--- config.mk ---
export PLATFORM = sky130hd
export DESIGN_NAME = bounded_sorted_event_buffer
export DESIGN_NICKNAME = d
export VERILOG_FILES = /design/src/rtl/bseb_pkg.sv /design/src/rtl/bseb_ctrl.sv /design/src/rtl/bseb_dp.sv /design/src/rtl/bounded_sorted_event_buffer.sv
export SDC_FILE = /design/constraint.sdc
export NUM_CORES = 1
export LEC_CHECK = 0
export BUFFER_PORTS_ARGS = -buffer_cell sky130_fd_sc_hd__buf_2
export CAP_MARGIN = 20
export CORE_MARGIN = 1.5
export CORE_UTILIZATION = 40
export DETAILED_ROUTE_END_ITERATION = 8
export PLACE_DENSITY = 0.6
export SYNTH_ARGS = -nofsm -noshare
export SYNTH_HDL_FRONTEND = slang
export SYNTH_SLANG_ARGS = --single-unit
export TNS_END_PERCENT = 100
--- constraint.sdc ---
create_clock -name clock -period 4.4 [get_ports clock]
set_input_delay 0.44 -clock clock [delete_from_list [all_inputs] [get_ports clock]]
set_output_delay 0.44 -clock clock [all_outputs]
set_load 0.05 [all_outputs]
--- src/rtl/bseb_pkg.sv ---
package bseb_pkg;

   localparam int DEPTH  = 16;
   localparam int ADDR_W = $clog2(DEPTH);
   localparam int CNT_W  = $clog2(DEPTH + 1);
   localparam int CAP_W  = 5;
   localparam int LEN_W  = 5;
   localparam int TS_W   = 32;
   localparam int SID_W  = 8;
   localparam int VAL_W  = 16;
   localparam int CMP_W  = (CNT_W > CAP_W) ? CNT_W : CAP_W;

   localparam logic [CAP_W-1:0] CAP_RESET = CAP_W'(16);

   localparam logic FUNC_INSERT = 1'b0;
   localparam logic FUNC_DELETE = 1'b1;

   typedef enum logic [3:0] {
      ST_IDLE,
      ST_PRIME,
      ST_INS_DN,
      ST_EV_HEAD,
      ST_EV_UP,
      ST_DEL_SEEK,
      ST_DEL_SHIFT,
      ST_FILL,
      ST_RESP
   } state_type;

   typedef enum logic [1:0] {
      WA_HERE,
      WA_ABOVE,
      WA_BELOW
   } wa_sel_type;

   typedef struct packed {
      logic       load;
      logic       idx_zero;
      logic       idx_top;
      logic       idx_step;
      logic       idx_up;
      logic       wr_en;
      logic       wr_new;
      wa_sel_type wa_sel;
      logic       cnt_inc;
      logic       cnt_dec;
      logic       set_ok;
      logic       ev_head;
      logic       ev_self;
   } dp_cmd_type;

   typedef struct packed {
      logic is_delete;
      logic cap_zero;
      logic full;
      logic empty;
      logic time_gt;
      logic sid_eq;
      logic at_top;
      logic at_bottom;
   } dp_sts_type;

endpackage

--- src/rtl/bseb_ctrl.sv ---
module bseb_ctrl (
   input  logic                 clock,
   input  logic                 reset,
   input  logic                 start,
   input  bseb_pkg::dp_sts_type sts,
   output bseb_pkg::dp_cmd_type cmd,
   output logic                 busy,
   output logic                 rsp_valid
);
   import bseb_pkg::*;

   state_type state_ff;
   state_type state_in;

   always_ff @(posedge clock) begin
      if (reset) begin
         state_ff <= ST_IDLE;
      end else begin
         state_ff <= state_in;
      end
   end

   always_comb begin
      state_in = state_ff;
      cmd      = '0;
      unique case (state_ff)
         ST_IDLE: begin
            if (start) begin
               cmd.load = 1'b1;
               state_in = ST_PRIME;
            end
         end
         ST_PRIME: begin
            if (sts.is_delete) begin
               if (sts.empty) begin
                  state_in = ST_RESP;
               end else begin
                  cmd.idx_zero = 1'b1;
                  state_in     = ST_DEL_SEEK;
               end
            end else if (sts.cap_zero) begin
               state_in = ST_RESP;
            end else if (sts.full) begin
               cmd.set_ok   = 1'b1;
               cmd.idx_zero = 1'b1;
               state_in     = ST_EV_HEAD;
            end else begin
               cmd.set_ok  = 1'b1;
               cmd.cnt_inc = 1'b1;
               if (sts.empty) begin
                  cmd.idx_zero = 1'b1;
                  state_in     = ST_FILL;
               end else begin
                  cmd.idx_top = 1'b1;
                  state_in    = ST_INS_DN;
               end
            end
         end
         ST_INS_DN: begin
            cmd.wr_en  = 1'b1;
            cmd.wa_sel = WA_ABOVE;
            if (sts.time_gt) begin
               if (sts.at_bottom) begin
                  state_in = ST_FILL;
               end else begin
                  cmd.idx_step = 1'b1;
               end
            end else begin
               cmd.wr_new = 1'b1;
               state_in   = ST_RESP;
            end
         end
         ST_EV_HEAD: begin
            if (sts.time_gt) begin
               cmd.ev_self = 1'b1;
               state_in    = ST_RESP;
            end else begin
               cmd.ev_head = 1'b1;
               if (sts.at_top) begin
                  state_in = ST_FILL;
               end else begin
                  cmd.idx_step = 1'b1;
                  cmd.idx_up   = 1'b1;
                  state_in     = ST_EV_UP;
               end
            end
         end
         ST_EV_UP: begin
            cmd.wr_en  = 1'b1;
            cmd.wa_sel = WA_BELOW;
            if (sts.time_gt) begin
               cmd.wr_new = 1'b1;
               state_in   = ST_RESP;
            end else if (sts.at_top) begin
               state_in = ST_FILL;
            end else begin
               cmd.idx_step = 1'b1;
               cmd.idx_up   = 1'b1;
            end
         end
         ST_DEL_SEEK: begin
            if (sts.sid_eq) begin
               cmd.set_ok = 1'b1;
               if (sts.at_top) begin
                  cmd.cnt_dec = 1'b1;
                  state_in    = ST_RESP;
               end else begin
                  cmd.idx_step = 1'b1;
                  cmd.idx_up   = 1'b1;
                  state_in     = ST_DEL_SHIFT;
               end
            end else if (sts.at_top) begin
               state_in = ST_RESP;
            end else begin
               cmd.idx_step = 1'b1;
               cmd.idx_up   = 1'b1;
            end
         end
         ST_DEL_SHIFT: begin
            cmd.wr_en  = 1'b1;
            cmd.wa_sel = WA_BELOW;
            if (sts.at_top) begin
               cmd.cnt_dec = 1'b1;
               state_in    = ST_RESP;
            end else begin
               cmd.idx_step = 1'b1;
               cmd.idx_up   = 1'b1;
            end
         end
         ST_FILL: begin
            cmd.wr_en  = 1'b1;
            cmd.wr_new = 1'b1;
            cmd.wa_sel = WA_HERE;
            state_in   = ST_RESP;
         end
         ST_RESP: begin
            state_in = ST_IDLE;
         end
         default: begin
            state_in = ST_IDLE;
         end
      endcase
   end

   assign busy      = (state_ff != ST_IDLE);
   assign rsp_valid = (state_ff == ST_RESP);

endmodule

--- src/rtl/bseb_dp.sv ---
module bseb_dp (
   input  logic                              clock,
   input  logic                              reset,
   input  bseb_pkg::dp_cmd_type              cmd,
   output bseb_pkg::dp_sts_type              sts,
   input  logic                              csr_wr_en,
   input  logic [bseb_pkg::CAP_W-1:0]        csr_wr_data,
   input  logic                              req_func,
   input  logic [bseb_pkg::TS_W-1:0]         req_timestamp,
   input  logic [bseb_pkg::SID_W-1:0]        req_sensor_id,
   input  logic signed [bseb_pkg::VAL_W-1:0] req_reading,
   output logic                              rsp_ok,
   output logic                              rsp_evicted,
   output logic [bseb_pkg::TS_W-1:0]         rsp_evicted_timestamp,
   output logic [bseb_pkg::LEN_W-1:0]        rsp_length
);
   import bseb_pkg::*;

   logic [TS_W-1:0]         time_mem_ff   [DEPTH];
   logic [SID_W-1:0]        sensor_mem_ff [DEPTH];
   logic signed [VAL_W-1:0] value_mem_ff  [DEPTH];

   logic [TS_W-1:0]         rd_time_ff;
   logic [SID_W-1:0]        rd_sensor_ff;
   logic signed [VAL_W-1:0] rd_value_ff;

   logic                    op_func_ff;
   logic [TS_W-1:0]         op_ts_ff;
   logic [SID_W-1:0]        op_sid_ff;
   logic signed [VAL_W-1:0] op_val_ff;

   logic [CAP_W-1:0]  capacity_ff;
   logic [CNT_W-1:0]  count_ff;
   logic [CNT_W-1:0]  count_in;
   logic [ADDR_W-1:0] cidx_ff;
   logic [ADDR_W-1:0] cidx_in;
   logic [ADDR_W-1:0] wr_addr;
   logic [CNT_W-1:0]  cnt_m1;
   logic [ADDR_W-1:0] top_idx;
   logic [CMP_W-1:0]  cap_eff;

   logic                    ok_ff;
   logic                    ev_ff;
   logic [TS_W-1:0]         evts_ff;

   logic [TS_W-1:0]         wr_time;
   logic [SID_W-1:0]        wr_sensor;
   logic signed [VAL_W-1:0] wr_value;

   assign cnt_m1  = count_ff - CNT_W'(1);
   assign top_idx = cnt_m1[ADDR_W-1:0];
   assign cap_eff = (CMP_W'(capacity_ff) > CMP_W'(DEPTH)) ? CMP_W'(DEPTH)
                                                         : CMP_W'(capacity_ff);

   always_comb begin
      priority if (cmd.idx_zero) begin
         cidx_in = '0;
      end else if (cmd.idx_top) begin
         cidx_in = top_idx;
      end else if (cmd.idx_step) begin
         cidx_in = cmd.idx_up ? (cidx_ff + ADDR_W'(1)) : (cidx_ff - ADDR_W'(1));
      end else begin
         cidx_in = cidx_ff;
      end
   end

   always_comb begin
      unique case (cmd.wa_sel)
         WA_HERE:  wr_addr = cidx_ff;
         WA_ABOVE: wr_addr = cidx_ff + ADDR_W'(1);
         WA_BELOW: wr_addr = cidx_ff - ADDR_W'(1);
         default:  wr_addr = cidx_ff;
      endcase
   end

   assign wr_time   = cmd.wr_new ? op_ts_ff  : rd_time_ff;
   assign wr_sensor = cmd.wr_new ? op_sid_ff : rd_sensor_ff;
   assign wr_value  = cmd.wr_new ? op_val_ff : rd_value_ff;

   always_ff @(posedge clock) begin
      if (cmd.wr_en) begin
         time_mem_ff[wr_addr]   <= wr_time;
         sensor_mem_ff[wr_addr] <= wr_sensor;
         value_mem_ff[wr_addr]  <= wr_value;
      end
      rd_time_ff   <= time_mem_ff[cidx_in];
      rd_sensor_ff <= sensor_mem_ff[cidx_in];
      rd_value_ff  <= value_mem_ff[cidx_in];
      cidx_ff      <= cidx_in;
   end

   always_ff @(posedge clock) begin
      if (cmd.load) begin
         op_func_ff <= req_func;
         op_ts_ff   <= req_timestamp;
         op_sid_ff  <= req_sensor_id;
         op_val_ff  <= req_reading;
      end
   end

   always_comb begin
      priority if (cmd.cnt_inc) begin
         count_in = count_ff + CNT_W'(1);
      end else if (cmd.cnt_dec) begin
         count_in = count_ff - CNT_W'(1);
      end else begin
         count_in = count_ff;
      end
   end

   always_ff @(posedge clock) begin
      if (reset) begin
         capacity_ff <= CAP_RESET;
         count_ff    <= '0;
      end else begin
         if (csr_wr_en) begin
            capacity_ff <= csr_wr_data;
         end
         count_ff <= count_in;
      end
   end

   always_ff @(posedge clock) begin
      if (cmd.load) begin
         ok_ff   <= 1'b0;
         ev_ff   <= 1'b0;
         evts_ff <= '0;
      end else begin
         if (cmd.set_ok) begin
            ok_ff <= 1'b1;
         end
         if (cmd.ev_head) begin
            ev_ff   <= 1'b1;
            evts_ff <= rd_time_ff;
         end else if (cmd.ev_self) begin
            ev_ff   <= 1'b1;
            evts_ff <= op_ts_ff;
         end
      end
   end

   assign sts.is_delete = (op_func_ff == FUNC_DELETE);
   assign sts.cap_zero  = (capacity_ff == '0);
   assign sts.full      = (CMP_W'(count_ff) >= cap_eff);
   assign sts.empty     = (count_ff == '0);
   assign sts.time_gt   = (rd_time_ff > op_ts_ff);
   assign sts.sid_eq    = (rd_sensor_ff == op_sid_ff);
   assign sts.at_top    = (cidx_ff == top_idx);
   assign sts.at_bottom = (cidx_ff == '0);

   assign rsp_ok                = ok_ff;
   assign rsp_evicted           = ev_ff;
   assign rsp_evicted_timestamp = evts_ff;
   assign rsp_length            = LEN_W'(count_ff);

endmodule

--- src/rtl/bounded_sorted_event_buffer.sv ---
// One item at a time; busy stays high through the strobe cycle, and the walk over the
// table moves one entry per cycle.
// Results go out for one cycle on rsp_valid; the receiver cannot stall.
// Reset (synchronous): table empty, capacity 16; entry storage is not cleared.
module bounded_sorted_event_buffer (
   input  logic                              clock,
   input  logic                              reset,
   input  logic                              start,
   output logic                              busy,
   input  logic                              req_func,
   input  logic [bseb_pkg::TS_W-1:0]         req_timestamp,
   input  logic [bseb_pkg::SID_W-1:0]        req_sensor_id,
   input  logic signed [bseb_pkg::VAL_W-1:0] req_reading,
   output logic                              rsp_valid,
   output logic                              rsp_ok,
   output logic                              rsp_evicted,
   output logic [bseb_pkg::TS_W-1:0]         rsp_evicted_timestamp,
   output logic [bseb_pkg::LEN_W-1:0]        rsp_length,
   input  logic                              csr_wr_en,
   input  logic [bseb_pkg::CAP_W-1:0]        csr_wr_data
);
   import bseb_pkg::*;

   dp_cmd_type cmd;
   dp_sts_type sts;

   bseb_ctrl u_ctrl (
      .clock     (clock),
      .reset     (reset),
      .start     (start),
      .sts       (sts),
      .cmd       (cmd),
      .busy      (busy),
      .rsp_valid (rsp_valid)
   );

   bseb_dp u_dp (
      .clock                 (clock),
      .reset                 (reset),
      .cmd                   (cmd),
      .sts                   (sts),
      .csr_wr_en             (csr_wr_en),
      .csr_wr_data           (csr_wr_data),
      .req_func              (req_func),
      .req_timestamp         (req_timestamp),
      .req_sensor_id         (req_sensor_id),
      .req_reading           (req_reading),
      .rsp_ok                (rsp_ok),
      .rsp_evicted           (rsp_evicted),
      .rsp_evicted_timestamp (rsp_evicted_timestamp),
      .rsp_length            (rsp_length)
   );

endmodule

==> results summary <==
Across all layers, the routed design uses 18100 vias. The part of the cycle the worst path needs is 92.6%. The data arrival time at the worst-slack endpoint came out at around 4600 ps. The most used flip-flop cell after synthesis is sky130_fd_sc_hd__edfxtp_1. Among all cell types in the netlist, the one instantiated most often is sky130_fd_sc_hd__edfxtp_1. For this configuration, the core starts out at a cell density of 40.3%. Of all cell types, the one taking the most synthesized area is sky130_fd_sc_hd__edfxtp_1.

The wire length per cell after detailed routing is 21.9 µm. TritonCTS built the clock tree. The critical path is of the register to register type. The area of the core region came out at just under 80000 µm². Walking the worst path, the cells encountered are inv_1 > ha_1 > a21oi_1 > a2111oi_0 > buf_4 > o41a_1 > o21ai_1 > buf_4 > a31oi_1 > nand3_4 > buf_12 > buf_4 > mux2_1 > o211ai_1 > nand4_1.

The fraction of final layout cells sized beyond drive strength 1 came out at between 20% and 30%. The clock root buffer is sky130_fd_sc_hd__clkbuf_16. The largest net degree at the start of global routing is 70.

The leakage power summed over all cells came out at 0.0135 µW. Sequential cells were found to cover about 70% of the synthesized design area. The setup total negative slack is 0 ps. The worst-path maximum fanout came out at 25. The master of the slowest instance on the critical path is sky130_fd_sc_hd__o41a_1. Of the post-synthesis cell area, the dominant cell type holds between 60 and 70%. The die boundary width is ~280 µm. The post-synthesis average cell area is 15.1 µm². The initial antenna violation count is 0.

The congestion estimate from routability-driven global placement came to just over 0.8. The headroom to the max-slew limit came out at between 30% and 40%. The synthesis-stage register bit count is just under 800.

The number of warnings issued by yosys is 0. The number of I/O pins is between 100 and 150. On the final layout, the worst clock skew is around 34 ps. The remaining design rule violation count came out at 0.

Yosys mapped the design onto 65 distinct sky130hd cell types. The number of synthesized flops with an enable pin is roughly 680. The synthesized netlist cell count is roughly 2100.

The maximum level of the CTS H-tree is 3. The total detailed-routing wirelength is around 75000 µm. Counting stages on the worst path, the most repeated cell is sky130_fd_sc_hd__buf_4. The transition time at the pin with the least slew margin is around 960 ps.

The first global-routing pass estimated approximately 110000 µm of wire. The biggest cell delay along the critical path came out at ~450 ps. The number of global-route vias before repair is ~18000. Counting flops with an async set or reset pin after synthesis yields a share of 0%. The residual overflow from global routing is 0. The flow ran to the end, and the final reports show no timing, DRC or antenna violations.

The tightest min-delay check is of the input pin to register type. The cell area after synthesis is roughly 32000 µm². The final-report hold violation count is 0. Across the run, the number of max-cap violations was 0.

The number of max-slew violations in the final report is 0. The vertical die dimension came out at 285 µm. The area growth from synthesis to layout is 17.6%. Derived from the worst setup path, the maximum achievable clock frequency is between 200 and 250 MHz. The number of buffers on the longest clock path is 3. Setup repair after global routing left no endpoint under its margin. In this run the power density over the cells is slightly above 700 nW/µm².

The die covers 81100 µm². The number of detailed-routing iterations run before antenna repair came out at 5. The floorplan row count is 103.

Yosys attributes the largest share of cell area to sky130_fd_sc_hd__edfxtp_1 64%, sky130_fd_sc_hd__dfxtp_1 5.8%, sky130_fd_sc_hd__mux2_2 5.4%, sky130_fd_sc_hd__mux2i_1 5.3%, sky130_fd_sc_hd__o211ai_1 3.9%. The global-route usage over all layers is between 10% and 20%. The kind of launch point of the worst setup path is a register.

The total number of nets in the final design is 2395. The clock slew seen by the registers of the worst setup and hold paths is 60 ps. The total power after layout came out at approximately 27000 µW.

The required time of the critical path is approximately 4900 ps. In this run the remaining antenna-violating nets after routing total 0. The average vias per placed instance came out at about 5.3. The detailed placement HPWL is approximately 43000 µm. Ranked by instance count, the synthesized netlist is headed by 681 x sky130_fd_sc_hd__edfxtp_1, 196 x sky130_fd_sc_hd__nand2_1, 168 x sky130_fd_sc_hd__mux2i_1. In this run, the number of DRC markers left after iteration 0 of detailed routing was around 1400. The later pin in the worst-skew pair is clocked with a latency of 640 ps.

Buffers inserted during clock tree synthesis total 82. The final critical delay including setup and external delays is about 4100 ps. The number of sinks driven by the clock tree came out at slightly below 800. The maximum vdd ir drop came out at 0.000409 V. The number of antenna diodes in the final layout is 0. The count of endpoints failing setup in the final report came out at 0. STA classifies the critical path endpoint as a register. The net count after synthesis came out at 2215. The count of input and output buffers came out at 90.
-- cells by family after synthesis --
group	synth area share, %
simple gates	6.03
buf+inv	2.18
compound gates	6.84
xor+xnor	0.599
mux	12.4
fa+ha+maj	1.73
flops	70.2
-- through the flow --
stage          instance area [µm²]  worst slack (ps)  hold slack (ps)  cells  utilization, %
2_1_floorplan                31700               351              475   2105               -
3_3_place_gp                 34300               233              447   3212            43.5
3_5_place_dp                 34300               195              457   3212            43.5
4_1_cts                      37300               156             13.1   3401            47.4
5_1_grt                      37300              91.2             24.2   3403            47.4
6_report                     37300               325             50.6   3403            47.4
-- final cells by class --
| cell class | count | area, µm² |
|---|---|---|
| Multi-Input combinational cell | 1166 | 8960 |
| Tap cell | 1050 | 1310 |
| Clock buffer | 110 | 2290 |
| Timing Repair Buffer | 216 | 1900 |
| Inverter | 46 | 173 |
| Fill cell | 6684 | 41400 |
| Clock inverter | 42 | 397 |
| Sequential cell | 773 | 22300 |
-- critical path: cells and delay by family (launching register included) --
family	cells	cell delay, ps
compound gates	6	1490
fa+ha+maj	1	330
buf+inv	5	930
flops	1	440
mux	1	340
simple gates	2	380
-- timing repair --
action	CTS	global route
endpoints found under the hold margin	37	0
endpoints found under the setup margin	0	33
gates resized for setup	0	1
hold buffers	37	0
setup buffers	0	2
-- registers in the layout, indices dropped and copies added (netlist names) --
signal	cells
u_ctrl.state_ff	4
u_dp.capacity_ff	5
u_dp.cidx_ff	4
u_dp.op_func_ff	1
u_dp.op_sid_ff	8
u_dp.op_ts_ff	32
u_dp.rd_sensor_ff	8
u_dp.rd_time_ff	32
u_dp.rsp_evicted	1
u_dp.rsp_evicted_timestamp	32
u_dp.rsp_length	5
u_dp.rsp_ok	1
u_dp.sensor_mem_ff	128
u_dp.time_mem_ff	512
-- routing by layer --
layer | vias up | part of all wire [%] | GRT usage [%]
li1 | 8456 | - | -
met4 | 0 | 2.6 | 5.40
met3 | 125 | 5.3 | 3.48
met5 | - | 0 | 0
met1 | 9024 | 46 | 25.9
met2 | 472 | 46 | 29.0
-- placed cells by master, fill, tap and decap left out, types with 3 or more instances in the layout --
| cell | synthesis | routed |
|---|---|---|
| sky130_fd_sc_hd__buf_4 | 2 | 56 |
| sky130_fd_sc_hd__nand2b_1 | 12 | 12 |
| sky130_fd_sc_hd__a31oi_1 | 4 | 4 |
| sky130_fd_sc_hd__ha_1 | 44 | 44 |
| sky130_fd_sc_hd__o21a_1 | 3 | 3 |
| sky130_fd_sc_hd__nand4_1 | 53 | 53 |
| sky130_fd_sc_hd__nor2_4 | 0 | 18 |
| sky130_fd_sc_hd__clkbuf_1 | 63 | 17 |
| sky130_fd_sc_hd__o211ai_1 | 164 | 164 |
| sky130_fd_sc_hd__nand2_1 | 196 | 196 |
| sky130_fd_sc_hd__clkbuf_8 | 0 | 9 |
| sky130_fd_sc_hd__clkbuf_16 | 0 | 84 |
| sky130_fd_sc_hd__clkinv_1 | 0 | 14 |
| sky130_fd_sc_hd__clkinv_2 | 0 | 16 |
| sky130_fd_sc_hd__mux2_1 | 47 | 47 |
| sky130_fd_sc_hd__dlygate4sd3_1 | 0 | 37 |
| sky130_fd_sc_hd__or3_1 | 5 | 5 |
| sky130_fd_sc_hd__a21oi_1 | 59 | 58 |
| sky130_fd_sc_hd__nand3_1 | 5 | 5 |
| sky130_fd_sc_hd__bufinv_16 | 0 | 6 |
| sky130_fd_sc_hd__nor2_1 | 114 | 96 |
| sky130_fd_sc_hd__a21o_1 | 4 | 3 |
| sky130_fd_sc_hd__a211oi_1 | 34 | 34 |
| sky130_fd_sc_hd__buf_2 | 49 | 90 |
| sky130_fd_sc_hd__buf_12 | 0 | 33 |
| sky130_fd_sc_hd__edfxtp_1 | 681 | 681 |
| sky130_fd_sc_hd__xnor2_1 | 16 | 16 |
| sky130_fd_sc_hd__mux2_2 | 153 | 153 |
| sky130_fd_sc_hd__inv_1 | 46 | 46 |
| sky130_fd_sc_hd__and3_1 | 5 | 3 |
| sky130_fd_sc_hd__nor3_1 | 8 | 8 |
| sky130_fd_sc_hd__nor2b_1 | 6 | 6 |
| sky130_fd_sc_hd__o21ai_0 | 14 | 14 |
| sky130_fd_sc_hd__nor4_1 | 4 | 4 |
| sky130_fd_sc_hd__dfxtp_1 | 92 | 92 |
| sky130_fd_sc_hd__and2_1 | 4 | 4 |
| sky130_fd_sc_hd__mux2i_1 | 168 | 168 |
-- power by group --
| group | internal, µW | switching, µW | total, µW |
|---|---|---|---|
| logic | 3380 | 6040 | 9420 |
| registers | 9980 | 467 | 10400 |
| clock network | 4020 | 2800 | 6820 |
-- final timing paths --
kind,startpoint,endpoint,slack [ps],cells past startpoint
worst max register to register,u_dp.op_ts_ff[3]$_DFFE_PP_,u_dp.rd_sensor_ff[7]$_DFF_P_,330,15
worst min-delay path,req_timestamp[15],u_dp.op_ts_ff[15]$_DFFE_PP_,50,1
worst max-delay path,u_dp.op_ts_ff[3]$_DFFE_PP_,u_dp.rd_sensor_ff[7]$_DFF_P_,330,15
worst min register to register,u_dp.rsp_evicted$_SDFFE_PP0P_,u_dp.rsp_evicted$_SDFFE_PP0P_,480,2
Note: power is estimated with default switching activity, not from simulation.
